File: config.mk
export PLATFORM = sky130hd
export DESIGN_NAME = led_color_buffer_with_fade
export DESIGN_NICKNAME = d
export VERILOG_FILES = /design/src/hw/rtl/lcbf_pkg.sv /design/src/hw/rtl/lcbf_mem.sv /design/src/hw/rtl/lcbf_ctrl.sv /design/src/hw/rtl/led_color_buffer_with_fade.sv
export SDC_FILE = /design/constraint.sdc
export NUM_CORES = 2
export LEC_CHECK = 0
export ABC_AREA = 1
export ABC_CLOCK_PERIOD_IN_PS = 12000
export BUFFER_PORTS_ARGS = -buffer_cell sky130_fd_sc_hd__buf_4
export CAP_MARGIN = 0
export CORE_MARGIN = 5
export CORE_UTILIZATION = 40
export DETAILED_ROUTE_END_ITERATION = 6
export PLACE_DENSITY = 0.63
export REMOVE_ABC_BUFFERS = 1
export SLEW_MARGIN = 20
export SYNTH_ARGS = -nofsm -noshare
export SYNTH_HDL_FRONTEND = slang
export SYNTH_SLANG_ARGS = --single-unit
File: constraint.sdc
create_clock -name clk -period 12 [get_ports clk]
set_input_delay 1.2 -clock clk [delete_from_list [all_inputs] [get_ports clk]]
set_output_delay 1.2 -clock clk [all_outputs]
set_load 0.01 [all_outputs]
File: src/hw/rtl/lcbf_pkg.sv
// Shared types, codes and constants for the LED color buffer with fade.
// No dependencies; every other RTL file but assert_macros.svh imports this package.
package lcbf_pkg;

    localparam int LED_COUNT_DEF = 60;
    localparam int IDX_W         = 10;
    localparam int COLOR_W       = 24;
    localparam int CHAN_W        = 8;
    localparam int OP_W          = 2;
    localparam int S_TDATA_W     = 48;

    localparam logic [OP_W-1:0] OP_SET  = 2'd0;
    localparam logic [OP_W-1:0] OP_FADE = 2'd1;
    localparam logic [OP_W-1:0] OP_READ = 2'd2;

    typedef enum logic [2:0] {
        ST_CLEAR,
        ST_IDLE,
        ST_READ,
        ST_FADE,
        ST_RESULT
    } state_t;

    typedef struct packed {
        logic               status;
        logic [COLOR_W-1:0] color;
    } res_t;

    // Subtract amount from each 8-bit channel, floor at zero.
    function automatic logic [COLOR_W-1:0] fade_color(
        input logic [COLOR_W-1:0] col,
        input logic [CHAN_W-1:0]  amount
    );
        logic [COLOR_W-1:0] result;
        logic [CHAN_W-1:0]  chan;
        result = '0;
        for (int i = 0; i < COLOR_W / CHAN_W; i++) begin
            chan = col[i*CHAN_W +: CHAN_W];
            result[i*CHAN_W +: CHAN_W] = (chan > amount) ? (chan - amount) : '0;
        end
        return result;
    endfunction

endpackage

File: src/hw/rtl/lcbf_mem.sv
// Color store: one write port and one registered read port.
// Depends on lcbf_pkg for the color width.
module lcbf_mem #(
    parameter int LED_COUNT = lcbf_pkg::LED_COUNT_DEF,
    parameter int ADDR_W    = 6
) (
    input  logic                        clk,
    input  logic                        we,
    input  logic [ADDR_W-1:0]           waddr,
    input  logic [lcbf_pkg::COLOR_W-1:0] wdata,
    input  logic                        re,
    input  logic [ADDR_W-1:0]           raddr,
    output logic [lcbf_pkg::COLOR_W-1:0] rdata
);
    import lcbf_pkg::*;

    logic [COLOR_W-1:0] mem [LED_COUNT];
    logic [COLOR_W-1:0] rdata_reg;

    always_ff @(posedge clk)
    begin
        if (we)
        begin
            mem[waddr] <= wdata;
        end
        if (re)
        begin
            rdata_reg <= mem[raddr];
        end
    end

    assign rdata = rdata_reg;

endmodule

File: src/hw/rtl/lcbf_ctrl.sv
// Request sequencer: clear pass, set, read and the read-modify-write fade sweep.
// Depends on lcbf_pkg; drives the ports of lcbf_mem.
module lcbf_ctrl #(
    parameter int LED_COUNT = lcbf_pkg::LED_COUNT_DEF,
    parameter int ADDR_W    = 6
) (
    input  logic                          clk,
    input  logic                          rst_n,
    input  logic                          s_valid,
    output logic                          s_ready,
    input  logic [lcbf_pkg::OP_W-1:0]     op,
    input  logic [lcbf_pkg::IDX_W-1:0]    led_index,
    input  logic [lcbf_pkg::COLOR_W-1:0]  color,
    input  logic [lcbf_pkg::CHAN_W-1:0]   fade_amount,
    output logic                          res_valid,
    input  logic                          res_ready,
    output lcbf_pkg::res_t                res,
    output logic                          mem_we,
    output logic [ADDR_W-1:0]             mem_waddr,
    output logic [lcbf_pkg::COLOR_W-1:0]  mem_wdata,
    output logic                          mem_re,
    output logic [ADDR_W-1:0]             mem_raddr,
    input  logic [lcbf_pkg::COLOR_W-1:0]  mem_rdata
);
    import lcbf_pkg::*;

    localparam logic [ADDR_W-1:0] LAST_ADDR = ADDR_W'(LED_COUNT - 1);

    state_t             state_reg, state_next;
    logic [ADDR_W-1:0]  addr_reg, addr_next;
    logic [CHAN_W-1:0]  amt_reg, amt_next;
    res_t               res_reg, res_next;
    logic               in_range;
    logic               at_last;

    assign in_range = {1'b0, led_index} < (IDX_W + 1)'(LED_COUNT);
    assign at_last  = (addr_reg == LAST_ADDR);

    always_ff @(posedge clk or negedge rst_n)
    begin
        if (!rst_n)
        begin
            state_reg <= ST_CLEAR;
            addr_reg  <= '0;
        end
        else
        begin
            state_reg <= state_next;
            addr_reg  <= addr_next;
        end
    end

    always_ff @(posedge clk)
    begin
        amt_reg <= amt_next;
        res_reg <= res_next;
    end

    always_comb
    begin
        state_next = state_reg;
        case (state_reg)
            ST_CLEAR:
            begin
                if (at_last)
                begin
                    state_next = ST_IDLE;
                end
            end
            ST_IDLE:
            begin
                if (s_valid)
                begin
                    case (op)
                        OP_FADE: state_next = ST_FADE;
                        OP_READ: state_next = in_range ? ST_READ : ST_RESULT;
                        default: state_next = ST_RESULT;
                    endcase
                end
            end
            ST_READ:
            begin
                state_next = ST_RESULT;
            end
            ST_FADE:
            begin
                if (at_last)
                begin
                    state_next = ST_RESULT;
                end
            end
            ST_RESULT:
            begin
                if (res_ready)
                begin
                    state_next = ST_IDLE;
                end
            end
            default:
            begin
                state_next = ST_IDLE;
            end
        endcase
    end

    always_comb
    begin
        s_ready   = 1'b0;
        res_valid = 1'b0;
        mem_we    = 1'b0;
        mem_waddr = addr_reg;
        mem_wdata = '0;
        mem_re    = 1'b0;
        mem_raddr = addr_reg + ADDR_W'(1);
        addr_next = addr_reg;
        amt_next  = amt_reg;
        res_next  = res_reg;
        case (state_reg)
            ST_CLEAR:
            begin
                mem_we    = 1'b1;
                addr_next = at_last ? '0 : addr_reg + ADDR_W'(1);
            end
            ST_IDLE:
            begin
                s_ready = 1'b1;
                if (s_valid)
                begin
                    res_next = '0;
                    case (op)
                        OP_SET:
                        begin
                            if (in_range)
                            begin
                                mem_we    = 1'b1;
                                mem_waddr = led_index[ADDR_W-1:0];
                                mem_wdata = color;
                            end
                            else
                            begin
                                res_next.status = 1'b1;
                            end
                        end
                        OP_FADE:
                        begin
                            // Start the sweep: fetch entry zero now.
                            mem_re    = 1'b1;
                            mem_raddr = '0;
                            addr_next = '0;
                            amt_next  = fade_amount;
                        end
                        OP_READ:
                        begin
                            if (in_range)
                            begin
                                mem_re    = 1'b1;
                                mem_raddr = led_index[ADDR_W-1:0];
                            end
                            else
                            begin
                                res_next.status = 1'b1;
                            end
                        end
                        default:
                        begin
                        end
                    endcase
                end
            end
            ST_READ:
            begin
                res_next.color = mem_rdata;
            end
            ST_FADE:
            begin
                // Write back the entry fetched last cycle, fetch the next one.
                mem_we    = 1'b1;
                mem_wdata = fade_color(mem_rdata, amt_reg);
                mem_re    = !at_last;
                addr_next = at_last ? '0 : addr_reg + ADDR_W'(1);
            end
            ST_RESULT:
            begin
                res_valid = 1'b1;
            end
            default:
            begin
            end
        endcase
    end

    assign res = res_reg;

endmodule

File: src/hw/rtl/led_color_buffer_with_fade.sv
// Top level of the LED color buffer with fade: stream ports and output register.
// Depends on lcbf_pkg, lcbf_mem and lcbf_ctrl.
//
//  port group   dir   payload
//  s_*          in    tuser: op; tdata: led_index, color, fade_amount
//  m_*          out   tuser: status; tdata: read_color
//
// A set, out-of-range or unused request goes from ST_IDLE to ST_RESULT, a read via ST_READ
// (one memory read), a fade via the ST_FADE sweep; ST_RESULT loads the result into the
// output register. The fade sweep does one memory entry per cycle through the one read port
// and the one write port. After reset a clearing pass writes black to all LED_COUNT entries,
// one per cycle, with s_tready low. Items are taken one at a time, the next one after the
// load; a result held while m_tready is low lets the next item run to its result.
module led_color_buffer_with_fade #(
    parameter int LED_COUNT = lcbf_pkg::LED_COUNT_DEF
) (
    input  logic                           clk,
    input  logic                           rst_n,
    input  logic                           s_tvalid,
    output logic                           s_tready,
    input  logic [lcbf_pkg::S_TDATA_W-1:0] s_tdata,  // led_index, color, fade_amount, zero pad
    input  logic [lcbf_pkg::OP_W-1:0]      s_tuser,  // op
    output logic                           m_tvalid,
    input  logic                           m_tready,
    output logic [lcbf_pkg::COLOR_W-1:0]   m_tdata,  // read_color
    output logic [0:0]                     m_tuser   // status
);
    import lcbf_pkg::*;

    localparam int ADDR_W = (LED_COUNT > 1) ? $clog2(LED_COUNT) : 1;

    logic               res_valid;
    logic               res_ready;
    res_t               res;
    logic               mem_we;
    logic [ADDR_W-1:0]  mem_waddr;
    logic [COLOR_W-1:0] mem_wdata;
    logic               mem_re;
    logic [ADDR_W-1:0]  mem_raddr;
    logic [COLOR_W-1:0] mem_rdata;

    logic               m_valid_reg, m_valid_next;
    res_t               m_res_reg;

    lcbf_ctrl #(
        .LED_COUNT (LED_COUNT),
        .ADDR_W    (ADDR_W)
    ) u_ctrl (
        .clk         (clk),
        .rst_n       (rst_n),
        .s_valid     (s_tvalid),
        .s_ready     (s_tready),
        .op          (s_tuser),
        .led_index   (s_tdata[IDX_W-1:0]),
        .color       (s_tdata[IDX_W +: COLOR_W]),
        .fade_amount (s_tdata[IDX_W + COLOR_W +: CHAN_W]),
        .res_valid   (res_valid),
        .res_ready   (res_ready),
        .res         (res),
        .mem_we      (mem_we),
        .mem_waddr   (mem_waddr),
        .mem_wdata   (mem_wdata),
        .mem_re      (mem_re),
        .mem_raddr   (mem_raddr),
        .mem_rdata   (mem_rdata)
    );

    lcbf_mem #(
        .LED_COUNT (LED_COUNT),
        .ADDR_W    (ADDR_W)
    ) u_mem (
        .clk   (clk),
        .we    (mem_we),
        .waddr (mem_waddr),
        .wdata (mem_wdata),
        .re    (mem_re),
        .raddr (mem_raddr),
        .rdata (mem_rdata)
    );

    // Load a new result when the output register is empty or being drained.
    assign res_ready    = !m_valid_reg || m_tready;
    assign m_valid_next = res_valid || (m_valid_reg && !m_tready);

    always_ff @(posedge clk or negedge rst_n)
    begin
        if (!rst_n)
        begin
            m_valid_reg <= 1'b0;
        end
        else
        begin
            m_valid_reg <= m_valid_next;
        end
    end

    always_ff @(posedge clk)
    begin
        if (res_valid && res_ready)
        begin
            m_res_reg <= res;
        end
    end

    assign m_tvalid = m_valid_reg;
    assign m_tdata  = m_res_reg.color;
    assign m_tuser  = m_res_reg.status;

endmodule

==> results.toml <==
[run_status]
outcome = "finished with violations"
violations = "DRC"

[cells_and_area]
final_common_cell = "edfxtp_1"
syn2layout_area_growth_pct = 12.2
mostFrequentLayoutCells = "edfxtp_1, nand3_1, nand2_1"
fin_nets = 6038
register_area_um2 = 46000
multi_input_area_um2 = 17100
fin_util = 0.452
fill_cells = 14902
largest_register_ff_count = 1440
drive_gt1_frac = 0.0897

[grt]
overflow = 0
antenna_found_initial = 1
track_usage = 0.201
grt_pass1_vias = 41809
grt_start_max_net_pins = 169
grt_pass1_wl_mm = 266

[routing]
drtPass1Iterations = 7
wl_met3_mm = 15.5
antenna_left = 0
wirelength_mm = 181
vias = 44402
wl_per_cell_um = 21.9
top_layer = "met4"
drtIter0Drc = 4825
drc = 1
met2_length_mm = 83.8
wl_met1_mm = 75.3
via_per_inst = 5.36

[worst_setup_path]
cpPeakStageDelay_ns = 0.90
critPathMaxFanout = 163
cp_slowest_cell = "nand2_8"
crit_path_cell_trace = "buf_4, nor2_1, nand2_1, inv_1, nand3_1, nand2_1, nand2_8, nand2_8, buf_4, buf_12, nand2_1, nand3_1, nand3_1, nand3_1, a21oi_1, nand2_1, nand2_1"
r2r_slack_ns = 6.59
worstSetupStartpointType = "input port"
end_kind = "register"
cp.required_ns = 12.50
crit_arrival_ns = 6.44
path_delay_family = "simple AND/OR/NAND/NOR gates"
critPathKind = "input port to register"
crit_top_cell = "nand2_1"
path_buf_inv = 4

[synth]
avgSynthCellArea_um2 = 11.3
synth.distinct_cells = 44
ys_seq_area_frac = 0.682
syn_inst = 5958
ys_async_sr_fraction = 0.00653
netlist_area_um2 = 67400
ys_ff_latch = 1532
ys.flop_type = "edfxtp_1"
synth_edf_count = 1522
ys_warn_count = 0

[clock_network]
path_clk_slew_ns = 0.06
cts_buffers = 162
hold_buffers = 0
insertion_delay_ns = 0.78
cts-resized-gates = 0
cts.sinks = 1532
cts-root-buf = "clkbuf_16"
cts_tree = "yes"
clockBufferDepth = 3
cts_setup_buffers = 0
cts_max_level = 4

[power_and_ir_drop]
power_mw = 18.1
peakVddDrop_v = 0.000361
p_switching_mw = 7.24
seq_power_share = 0.345
combPwrFrac = 0.390
p_leak_nw = 29.0
internal_power_mw = 10.8
pwr-share-clk = 0.265
p_per_area_nw_per_um2 = 239
sw_frac_of_total = 0.401

[sta]
setup_viol_count_final = 0
hold_violations = 0
max_slew_margin = 0.158
skew_ns = 0.0276
tightest_slew_ns = 1.26
whs_ns = 0.249
min_period_ns = 5.94
fmax_ghz = 0.168
timing.final.max_slew_violations = 0
period_share = 0.495
rsz0062_at_grt = "no"

[floorplanning]
io_pins = 81
coreArea_um2 = 167000
start_util = 0.403
die_height_um = 420
fp.dieArea_um2 = 177000
die_w_um = 420
rows = 150

[placed_design]
port_buffers = 74
place.gp.congestion = 0.847
hpwlAfterDp_mm = 94.8

[worst_hold_path]
hold_class = "input port to asynchronous set/reset pin"

[job]
maxCapViolCount = 0
## layer usage
metal,GRT usage,vias up
met3,0.0343,320
met1,0.278,21683
li1,-,20516
met5,0,-
met4,0.0775,0
met2,0.319,1883
## cell type report
| type | count | share of cell area |
|---|---|---|
| Sequential cell | 1532 | 0.608 |
| Multi-Input combinational cell | 3204 | 0.226 |
| Clock buffer | 206 | 0.0566 |
| Inverter | 851 | 0.0424 |
| Tap cell | 2204 | 0.0365 |
| Timing Repair Buffer | 202 | 0.0210 |
| Clock inverter | 83 | 0.00986 |
| Antenna cell | 1 | 0.0000331 |
## worst reg2reg max path, delay by kind of cell, from the launching register on
kind / cells / cell delay [ns]
buf+inv: 2 / 1.38
flops: 1 / 0.45
simple gates: 11 / 3.16
compound gates: 1 / 0.16
## power by group through the flow
stage / logic [mW] / registers, mW / clock network, mW
floorplan: 4.80 / 6.33 / 0
global placement: 6.93 / 6.33 / 0
detailed placement: 7.01 / 6.34 / 0
CTS: 7.04 / 6.23 / 4.86
global route: 7.66 / 6.24 / 5.08
finish: 7.05 / 6.23 / 4.79
## cells by family after synthesis
kind of cell | after synthesis | share of synthesized area
AOI/OAI and AO/OA | 217 | 0.0210
buffers and inverters | 1222 | 0.0714
DFF | 1532 | 0.682
adders and majority gates | 31 | 0.00609
xor gates and xnor gates | 18 | 0.00234
and+or+nand+nor | 2938 | 0.217
## cell usage after synthesis, drive strengths merged, types with 11 or more instances
master	number	share of area
nand3b	504	0.056
xor2	13	0.0017
nor2	109	0.0068
buf	217	0.015
nand2	1078	0.060
ha	28	0.0052
nor3	11	0.0013
clkbuf	154	0.0086
o21ai	38	0.0033
o211ai	96	0.011
a21oi	65	0.0048
edfxtp	1522	0.68
nand3	1224	0.091
inv	851	0.047
## stage by stage
| step | std cells | worst slack, ns | TNS, ns | area [um2] |
|---|---|---|---|---|
| 3_3_place_gp | 7993 | 5.27 | 0 | 70600 |
| 3_5_place_dp | 7993 | 5.25 | 0 | 70600 |
| 2_1_floorplan | 5587 | -0.580 | -13.93 | 65800 |
| 4_1_cts | 8282 | 6.08 | 0 | 75600 |
| 6_report | 8283 | 6.06 | 0 | 75600 |
| 5_1_grt | 8282 | 5.68 | 0 | 75600 |
## worst paths after layout
path                                                       from                         endpoint  cells past startpoint
worst max-delay path                                 s_tdata[7]        u_mem.rdata[20]$_DFFE_PP_                     17
worst max register to register  u_ctrl.state_reg[2]$_DFFE_PN0P_        u_mem.rdata[20]$_DFFE_PP_                     14
min in group clk                   u_ctrl.res[13]$_SDFFCE_PN0P_            m_tdata[13]$_DFFE_PP_                      0
max in group asynchronous                                 rst_n  u_ctrl.state_reg[1]$_DFFE_PN0P_                      1
worst min-delay path                                      rst_n               m_tvalid$_DFF_PN0_                      1
worst min register to register     u_ctrl.res[13]$_SDFFCE_PN0P_            m_tdata[13]$_DFFE_PP_                      0
(Power assumes the default switching activity.)
